[src/decsc_pkg.sv]
// ----------------------------------------------------------------------------
// decsc_pkg
// Shared types and constants for the debounced encoder step counter:
// beat payloads, command and register index codes, reset values.
// ----------------------------------------------------------------------------
package decsc_pkg;

  localparam int TIME_WIDTH_DEF  = 32;
  localparam int COUNT_WIDTH_DEF = 32;

  localparam int FIELD_WIDTH     = 32;
  localparam int CFG_DATA_WIDTH  = 32;
  localparam int CFG_INDEX_WIDTH = 3;

  localparam logic [FIELD_WIDTH-1:0] SAMPLE_PERIOD_RESET = 32'd1000;

  typedef enum logic [1:0] {
    CMD_TICK       = 2'd0,
    CMD_SPEED_POLL = 2'd1,
    CMD_CLEAR      = 2'd2
  } cmd_t;

  typedef enum logic [CFG_INDEX_WIDTH-1:0] {
    REG_SAMPLE_PERIOD = 3'd0,
    REG_COUNT_DIR     = 3'd1,
    REG_STEPS_EN      = 3'd2,
    REG_STEPS_PERIOD  = 3'd3,
    REG_SPEED_EN      = 3'd4,
    REG_SPEED_PERIOD  = 3'd5
  } cfg_idx_t;

  typedef struct packed {
    cmd_t                   cmd;
    logic [FIELD_WIDTH-1:0] now_us;
    logic                   pin_level;
  } decsc_in_t;

  typedef struct packed {
    logic                          sampled;
    logic [FIELD_WIDTH-1:0]        positive_count;
    logic [FIELD_WIDTH-1:0]        negative_count;
    logic signed [FIELD_WIDTH-1:0] net_steps;
    logic                          steps_report_valid;
    logic                          speed_valid;
    logic signed [FIELD_WIDTH-1:0] speed_steps;
    logic [FIELD_WIDTH-1:0]        speed_duration_us;
  } decsc_out_t;

endpackage

[src/debounced_encoder_step_counter_unit.sv]
// ----------------------------------------------------------------------------
// debounced_encoder_step_counter_unit
// An accepted input beat is held in the input register and loads the result
//   register when that register is empty or its result is taken.
// Throughput: one beat per cycle; the input register and the result register
//   together hold two beats, so the input stalls only when both are full.
// Reset (rst_n low, synchronous): counters, debounce, report timing and
//   configuration return to their reset values; both stages empty.
// ----------------------------------------------------------------------------
module debounced_encoder_step_counter_unit #(
  parameter int TIME_WIDTH  = decsc_pkg::TIME_WIDTH_DEF,
  parameter int COUNT_WIDTH = decsc_pkg::COUNT_WIDTH_DEF
) (
  input  logic                                   clk,
  input  logic                                   rst_n,
  input  logic                                   in_valid,
  output logic                                   in_stall,
  input  decsc_pkg::decsc_in_t                   in_data,
  output logic                                   out_valid,
  input  logic                                   out_stall,
  output decsc_pkg::decsc_out_t                  out_data,
  input  logic                                   cfg_wr_en,
  input  logic [decsc_pkg::CFG_INDEX_WIDTH-1:0]  cfg_index,
  input  logic [decsc_pkg::CFG_DATA_WIDTH-1:0]   cfg_wdata
);

  localparam int FW = decsc_pkg::FIELD_WIDTH;
  localparam int TX = (TIME_WIDTH > FW) ? TIME_WIDTH : FW;

  // configuration
  logic [FW-1:0]          sample_period_r;
  logic                   count_dir_r;
  logic                   steps_en_r;
  logic [FW-1:0]          steps_period_r;
  logic                   speed_en_r;
  logic [FW-1:0]          speed_period_r;

  // pipeline
  logic                   s1_valid_r;
  decsc_pkg::decsc_in_t   s1_data_r;
  logic                   out_valid_r;
  decsc_pkg::decsc_out_t  out_data_r;
  decsc_pkg::decsc_out_t  out_data_nxt;
  logic                   advance;

  // counter state
  logic [TIME_WIDTH-1:0]  last_sample_r,  last_sample_nxt;
  logic                   held_level_r,   held_level_nxt;
  logic                   confirming_r,   confirming_nxt;
  logic [COUNT_WIDTH-1:0] pos_r,          pos_nxt;
  logic [COUNT_WIDTH-1:0] neg_r,          neg_nxt;
  logic [TIME_WIDTH-1:0]  steps_time_r,   steps_time_nxt;
  logic                   steps_arm_r,    steps_arm_nxt;
  logic [TIME_WIDTH-1:0]  speed_time_r,   speed_time_nxt;
  logic [COUNT_WIDTH-1:0] snap_pos_r,     snap_pos_nxt;
  logic [COUNT_WIDTH-1:0] snap_neg_r,     snap_neg_nxt;
  logic                   speed_arm_r,    speed_arm_nxt;

  logic [TIME_WIDTH-1:0]  now_t;
  logic [TIME_WIDTH-1:0]  steps_base;
  logic [TIME_WIDTH-1:0]  speed_base;
  logic [COUNT_WIDTH-1:0] base_pos;
  logic [COUNT_WIDTH-1:0] base_neg;
  logic [TIME_WIDTH-1:0]  spd_dur;
  logic [COUNT_WIDTH-1:0] spd_steps;
  logic                   sample_due;
  logic                   take_speed;

  assign advance   = s1_valid_r && (!out_valid_r || !out_stall);
  assign in_stall  = s1_valid_r && !advance;
  assign out_valid = out_valid_r;
  assign out_data  = out_data_r;

  assign now_t      = TIME_WIDTH'(s1_data_r.now_us);
  assign sample_due = TX'(TIME_WIDTH'(now_t - last_sample_r)) >= TX'(sample_period_r);

  always_comb begin
    last_sample_nxt = last_sample_r;
    held_level_nxt  = held_level_r;
    confirming_nxt  = confirming_r;
    pos_nxt         = pos_r;
    neg_nxt         = neg_r;
    steps_time_nxt  = steps_time_r;
    steps_arm_nxt   = steps_arm_r;
    speed_time_nxt  = speed_time_r;
    snap_pos_nxt    = snap_pos_r;
    snap_neg_nxt    = snap_neg_r;
    speed_arm_nxt   = speed_arm_r;
    steps_base      = steps_time_r;
    speed_base      = speed_time_r;
    base_pos        = snap_pos_r;
    base_neg        = snap_neg_r;
    take_speed      = 1'b0;
    out_data_nxt    = '0;

    case (s1_data_r.cmd)
      decsc_pkg::CMD_TICK: begin
        if (sample_due) begin
          out_data_nxt.sampled = 1'b1;
          last_sample_nxt      = now_t;
          if (confirming_r) begin
            if (s1_data_r.pin_level == held_level_r) begin
              confirming_nxt = 1'b0;
              if (!count_dir_r && s1_data_r.pin_level) begin
                pos_nxt = pos_r + COUNT_WIDTH'(1);
              end else if (count_dir_r && !s1_data_r.pin_level) begin
                neg_nxt = neg_r + COUNT_WIDTH'(1);
              end
            end else begin
              held_level_nxt = s1_data_r.pin_level;
            end
          end else if (s1_data_r.pin_level != held_level_r) begin
            held_level_nxt = s1_data_r.pin_level;
            confirming_nxt = 1'b1;
          end

          if (steps_en_r) begin
            if (steps_arm_r) begin
              steps_base = now_t;
            end
            steps_arm_nxt  = 1'b0;
            steps_time_nxt = steps_base;
            if (TX'(TIME_WIDTH'(now_t - steps_base)) >= TX'(steps_period_r)) begin
              out_data_nxt.steps_report_valid = 1'b1;
              steps_time_nxt                  = now_t;
            end
          end

          if (speed_en_r) begin
            if (speed_arm_r) begin
              speed_base = now_t;
              base_pos   = pos_nxt;
              base_neg   = neg_nxt;
            end
            speed_arm_nxt  = 1'b0;
            speed_time_nxt = speed_base;
            snap_pos_nxt   = base_pos;
            snap_neg_nxt   = base_neg;
            if (TX'(TIME_WIDTH'(now_t - speed_base)) >= TX'(speed_period_r)) begin
              take_speed = 1'b1;
            end
          end
        end
      end
      decsc_pkg::CMD_SPEED_POLL: begin
        if (!speed_en_r) begin
          take_speed = 1'b1;
        end
      end
      decsc_pkg::CMD_CLEAR: begin
        confirming_nxt = 1'b0;
        pos_nxt        = '0;
        neg_nxt        = '0;
        snap_pos_nxt   = '0;
        snap_neg_nxt   = '0;
      end
      default: begin
      end
    endcase

    spd_dur   = TIME_WIDTH'(now_t - speed_base);
    spd_steps = COUNT_WIDTH'(pos_nxt - base_pos) - COUNT_WIDTH'(neg_nxt - base_neg);
    if (take_speed) begin
      out_data_nxt.speed_valid       = 1'b1;
      out_data_nxt.speed_steps       = FW'(spd_steps);
      out_data_nxt.speed_duration_us = FW'(spd_dur);
      snap_pos_nxt                   = pos_nxt;
      snap_neg_nxt                   = neg_nxt;
      speed_time_nxt                 = now_t;
    end

    out_data_nxt.positive_count = FW'(pos_nxt);
    out_data_nxt.negative_count = FW'(neg_nxt);
    out_data_nxt.net_steps      = FW'(COUNT_WIDTH'(pos_nxt - neg_nxt));
  end

  always_ff @(posedge clk) begin
    if (!rst_n) begin
      s1_valid_r  <= 1'b0;
      out_valid_r <= 1'b0;
    end else begin
      if (!s1_valid_r || advance) begin
        s1_valid_r <= in_valid;
      end
      if (advance) begin
        out_valid_r <= 1'b1;
      end else if (!out_stall) begin
        out_valid_r <= 1'b0;
      end
    end
  end

  always_ff @(posedge clk) begin
    if (!s1_valid_r || advance) begin
      s1_data_r <= in_data;
    end
    if (advance) begin
      out_data_r <= out_data_nxt;
    end
  end

  always_ff @(posedge clk) begin
    if (!rst_n) begin
      sample_period_r <= decsc_pkg::SAMPLE_PERIOD_RESET;
      count_dir_r     <= 1'b0;
      steps_en_r      <= 1'b0;
      steps_period_r  <= '0;
      speed_en_r      <= 1'b0;
      speed_period_r  <= '0;
      last_sample_r   <= '0;
      held_level_r    <= 1'b0;
      confirming_r    <= 1'b0;
      pos_r           <= '0;
      neg_r           <= '0;
      steps_time_r    <= '0;
      steps_arm_r     <= 1'b1;
      speed_time_r    <= '0;
      snap_pos_r      <= '0;
      snap_neg_r      <= '0;
      speed_arm_r     <= 1'b1;
    end else begin
      if (advance) begin
        last_sample_r <= last_sample_nxt;
        held_level_r  <= held_level_nxt;
        confirming_r  <= confirming_nxt;
        pos_r         <= pos_nxt;
        neg_r         <= neg_nxt;
        steps_time_r  <= steps_time_nxt;
        steps_arm_r   <= steps_arm_nxt;
        speed_time_r  <= speed_time_nxt;
        snap_pos_r    <= snap_pos_nxt;
        snap_neg_r    <= snap_neg_nxt;
        speed_arm_r   <= speed_arm_nxt;
      end
      if (cfg_wr_en) begin
        case (decsc_pkg::cfg_idx_t'(cfg_index))
          decsc_pkg::REG_SAMPLE_PERIOD: sample_period_r <= cfg_wdata;
          decsc_pkg::REG_COUNT_DIR:     count_dir_r     <= cfg_wdata[0];
          decsc_pkg::REG_STEPS_EN: begin
            steps_en_r <= cfg_wdata[0];
            if (cfg_wdata[0]) begin
              steps_arm_r <= 1'b1;
            end
          end
          decsc_pkg::REG_STEPS_PERIOD:  steps_period_r  <= cfg_wdata;
          decsc_pkg::REG_SPEED_EN: begin
            speed_en_r <= cfg_wdata[0];
            if (cfg_wdata[0]) begin
              speed_arm_r <= 1'b1;
            end
          end
          decsc_pkg::REG_SPEED_PERIOD:  speed_period_r  <= cfg_wdata;
          default: begin
          end
        endcase
      end
    end
  end

  // a held beat in the input register stays put until it moves on
  assert property (@(posedge clk) disable iff (!rst_n)
    s1_valid_r && !advance |=> s1_valid_r && $stable(s1_data_r))
    else $error("input register lost or changed a held beat");

  // periodic step reports only come from sampled ticks
  assert property (@(posedge clk) disable iff (!rst_n)
    out_valid_r && out_data_r.steps_report_valid |-> out_data_r.sampled)
    else $error("step report without a sample");

  // a counted step always ends the confirmation
  assert property (@(posedge clk) disable iff (!rst_n)
    advance && (pos_nxt != pos_r || neg_nxt != neg_r) &&
    s1_data_r.cmd != decsc_pkg::CMD_CLEAR |-> !confirming_nxt)
    else $error("step counted while still confirming");

  // counters move by at most one step per beat outside a clear
  assert property (@(posedge clk) disable iff (!rst_n)
    advance && s1_data_r.cmd != decsc_pkg::CMD_CLEAR |=>
    (pos_r == $past(pos_r) || pos_r == $past(pos_r) + COUNT_WIDTH'(1)) &&
    (neg_r == $past(neg_r) || neg_r == $past(neg_r) + COUNT_WIDTH'(1)))
    else $error("counter jumped by more than one");

endmodule
[config.mk]
export PLATFORM = sky130hd
export DESIGN_NAME = debounced_encoder_step_counter_unit
export DESIGN_NICKNAME = d
export VERILOG_FILES = /design/src/decsc_pkg.sv /design/src/debounced_encoder_step_counter_unit.sv
export SDC_FILE = /design/constraint.sdc
export NUM_CORES = 2
export LEC_CHECK = 0
export BUFFER_PORTS_ARGS = -buffer_cell sky130_fd_sc_hd__buf_2
export CORE_MARGIN = 3
export CORE_UTILIZATION = 25
export CTS_CLUSTER_SIZE = 40
export DETAILED_ROUTE_END_ITERATION = 10
export PLACE_DENSITY = 0.45
export REMOVE_ABC_BUFFERS = 1
export SYNTH_ARGS = -nofsm -noshare
export SYNTH_HDL_FRONTEND = slang
export SYNTH_SLANG_ARGS = --single-unit
[constraint.sdc]
create_clock -name clk -period 8.1 [get_ports clk]
set_input_delay 1.215 -clock clk [delete_from_list [all_inputs] [get_ports clk]]
set_output_delay 1.215 -clock clk [all_outputs]
set_load 0.005 [all_outputs]
==> metrics.md <==
| Metric | Value |
|---|---|
| Worst path max stage delay | 560 ps |
| Root buf cell | clkbuf_16 |
| Drt via density | 4.79 |
| Fillers | 15,300 |
| RePlAce Congestion | 0.843 |
| R2r startpoint | now_t[0]$_DFFE_PN_ |
| Slew @ Worst Pin | 1050 ps |
| Max Cap Violations | 0 |
| Die X | between 300 and 400 um |
| FF/Latch Area | between 0.01 and 0.015 sq mm |
| Post-Route Skew | between 30 and 40 ps |
| Failing checks | negative setup slack |
| Critical path's most frequent cell | a21oi_2 |
| CORE AREA | roughly 0.14 sq mm |
| Power Density | 211 mW/mm^2 |
| Leading area contributor after synthesis | dfxtp_1 |
| WL/cell | around 19 um |
| Mapped Cells | 4,273 |
| Largest net degree at the start of global routing | about 180 |
| Crit path DAT | 8990 ps |
| Hold-critical path depth | 2 |
| Sw Share | 33.1% |
| Max-slew violations | 0 |
| Maximum clock rate | 0.116 GHz |
| Status | finished, violations left |
| Nets | 5,373 |
| Vias in the first global route | approximately 32,000 |
| R2R Setup Slk | -500 ps |
| Synth Area per Inst | 8.55 sq um |
| Final-report hold violation count | 0 |
| R2R depth | 44 |
| H-tree depth | 3 |
| P_int | 6.74 mW |
| Synth cell types | 99 |
| Worst EP required | 8490 ps |
| Yosys top cell area share | 18.0% |
| Area after DPL | around 0.043 sq mm |
| Max VDD drop | 133 uV |
| Psw | roughly 3.3 mW |
| RSZ-0062 raised after global routing | yes |
| Period utilisation layout | 106% |
| Later-pin clock latency in the skew report | 670 ps |
| Clk slew on worst S/H paths | 60 ps |
| Multi-input gate area | 0.0231 sq mm |
| Clock sink total | 527 |
| CTS tree | built |
| Routed Antenna Nets | 0 |
| P_leak | 19.5 nW |
| Register area share after synthesis | approximately 34% |
| Residual DRC count | 0 |
| Fin area | 0.0476 sq mm |
| Io pins | 240 |
| Setup crit start kind | flop |
| Post-Syn Area | 0.0365 sq mm |
| Worst hold start | speed_period_r[5]$_SDFFE_PN0P_ |
| Gr usage total | 16.9% |
| Rows | roughly 140 |
| Total number of yosys warnings | 0 |
| PnR worst setup slack | -502 ps |
| Synth area leaders | dfxtp_1, edfxtp_1, ha_1 |
| Final-report setup violation count | 28 |
| GRT Residual Overflow | 0 |
| Worst flop-to-flop path endpoint | out_data[63]$_SDFFCE_PN0P_ |
| Asr flop ratio synth | 0% |
| CTS buffer count | 72 |
| TNS Setup | -7330 ps |
| Crit. End Element | flop |
| Vias | 33,100 |
| Minimum clock period | ~8600 ps |
| Port bufs | about 240 |
| Pre-CTS setup slack | -1590 ps |
| Layout cells sized above 1 | 23.2% |
| Number of antenna violations at the first check in global routing | 10 |
| Initial Util | 25.3% |
| Hold Crit Class | reg2reg |
| Slowest CP cell | fa_1 |
| DP HPWL | 96,100 um |
| WHS Endpoint | speed_period_r[5]$_SDFFE_PN0P_ |
| Bufs on Longest Clock Path | 3 |
| DRT Pass-1 Iters | 6 |
| Number of flops mapped to enable cells by yosys | ~200 |
| DR iter-0 viols | approximately 2,000 |
| WS Path Type | reg2reg |
| Ys flop type | dfxtp_1 |
| Area delta synth->final | 30.3% |
| Logic pwr share | 35.5% |
| Die Area | approximately 0.15 sq mm |
| Flops & latches, synth | 527 |
| CP Max Fanout | 6 |
| Reg power frac | 30.2% |
| Post-CTS Hold Fix Bufs | 0 |
| Chip height | slightly below 400 um |
| First-pass GRT wire length | about 200,000 um |
| Rel. slew slack | 29.6% |
| Clock power share | 34.2% |
| Total Wirelength | roughly 130,000 um |
-- how the worst max path moves through the flow --
| stage | start | endpoint | slack [ps] | cells after the start |
|---|---|---|---|---|
| final | now_t[0]$_DFFE_PN_ | out_data[63]$_SDFFCE_PN0P_ | -500 | 44 |
| after global routing | now_t[0]$_DFFE_PN_ | out_data[63]$_SDFFCE_PN0P_ | -950 | 44 |
| after CTS | now_t[0]$_DFFE_PN_ | out_data[62]$_SDFFCE_PN0P_ | -710 | 43 |
| after detailed placement | now_t[0]$_DFFE_PN_ | out_data[56]$_SDFFCE_PN0P_ | -1590 | 43 |
| after global placement | now_t[0]$_DFFE_PN_ | out_data[56]$_SDFFCE_PN0P_ | -1510 | 43 |
| after floorplan | now_t[0]$_DFFE_PN_ | out_data[60]$_SDFFCE_PN0P_ | -4230 | 39 |
-- critical path, delay by kind of cell (launching register included) --
kind / cells / cell delay (ps)
AO/OA/AOI/OAI: 21 / 3980
buffers and inverters: 11 / 1230
flip-flops: 1 / 400
AND/OR/NAND/NOR: 4 / 320
adder cells (fa/ha/maj): 6 / 2050
XOR/XNOR: 2 / 330
-- cells in the mapped netlist (56+ instances only) --
master,n
a21oi_1,238
ha_1,285
xor2_1,88
clkbuf_1,179
o21ai_0,270
nor2_1,345
a21boi_0,130
a31oi_1,103
nand3_1,72
o2111ai_1,56
dfxtp_1,329
xnor2_1,122
nand2_1,619
edfxtp_1,198
a21o_1,116
fa_1,67
mux2i_1,108
inv_1,252
nand2b_1,56
nor2b_1,72
-- timing repair --
item / 4_1_cts / 5_1_grt
pin swaps: 106 / 48
endpoints found under the hold margin: 0 / 0
cloned: 3 / 0
setup endpoints to repair: 58 / 59
setup buffers: 84 / 22
resized for setup: 216 / 73
-- per-stage QoR --
step	hold WS [ps]	power (mW)	utilization [%]	std cells
2_1_floorplan	435	4.84	-	4044
3_3_place_gp	448	6.13	29.8	6681
3_5_place_dp	456	6.14	29.8	6681
4_1_cts	464	10.1	32.7	6895
5_1_grt	478	10.6	33.0	6911
6_report	462	10.1	33.0	6911
-- cell type report --
class / instances / share of cell area, %
multi-input cells: 3263 / 48.6
flip-flops and latches: 527 / 26.3
diodes: 3 / 0.0158
repair buffers: 828 / 12.7
well taps: 1903 / 5.00
clock inverters: 43 / 1.11
clock buffers: 90 / 4.23
inverters: 254 / 2.03
-- power by group through the flow --
stage / logic [mW] / registers [mW] / clock network (mW)
2_1_floorplan: 1.75 / 3.09 / 0
3_3_place_gp: 3.03 / 3.10 / 0
3_5_place_dp: 3.04 / 3.10 / 0
4_1_cts: 3.45 / 3.04 / 3.56
5_1_grt: 3.94 / 3.06 / 3.64
6_report: 3.58 / 3.04 / 3.45
-- placed cells by master, fill, tap and decap left out, types with 12 or more instances in the layout --
| cell type | count |
|---|---|
| a211oi_1 | 14 |
| a21boi_0 | 129 |
| a21o_1 | 115 |
| a21oi_1 | 213 |
| a21oi_2 | 24 |
| a31oi_1 | 95 |
| and2_1 | 26 |
| and3_1 | 36 |
| buf_2 | 238 |
| buf_4 | 529 |
| buf_6 | 40 |
| clkbuf_16 | 75 |
| dfxtp_1 | 327 |
| edfxtp_1 | 198 |
| fa_1 | 64 |
| ha_1 | 273 |
| inv_1 | 238 |
| inv_2 | 12 |
| mux2i_1 | 108 |
| nand2_1 | 608 |
| nand2b_1 | 55 |
| nand3_1 | 64 |
| nand4_1 | 37 |
| nor2_1 | 339 |
| nor2b_1 | 70 |
| nor3_1 | 37 |
| nor3b_1 | 35 |
| o2111ai_1 | 55 |
| o211a_1 | 26 |
| o211ai_1 | 17 |
| o21a_1 | 42 |
| o21ai_0 | 233 |
| o21ai_1 | 29 |
| o21ai_2 | 12 |
| o21bai_1 | 20 |
| o31a_1 | 14 |
| o31ai_1 | 17 |
| or3_1 | 13 |
| xnor2_1 | 116 |
| xor2_1 | 88 |
-- registers in the layout (all words and copies together) (netlist names), 3 cells and up --
name and cells:
snap_neg_r 32, speed_period_r 32, out_data 163, steps_period_r 32, steps_time_r 32, last_sample_r 32, now_t 32, pos_r 32
sample_period_r 32, neg_r 32, s1_data_r 3, snap_pos_r 32, speed_time_r 32
-- kinds of logic after synthesis --
kind of cell             Yosys count  share of synthesized area (%)
AO/OA/AOI/OAI                   1171                           21.0
XOR/XNOR                         214                           5.23
multiplexers                     114                           3.14
buffers and inverters            483                           5.16
adder cells (fa/ha/maj)          352                           13.4
AND/OR/NAND/NOR                 1412                           17.8
flip-flops                       527                           34.3
-- routing by layer --
layer  GRT usage, %  up-vias  wire, um
met3           2.19      159      5660
met2           27.3      695     59000
li1               -    16500         -
met4           4.86        0      3140
met5              0        -         0
met1           23.5    15800     63000
(Power assumes the default switching activity.)
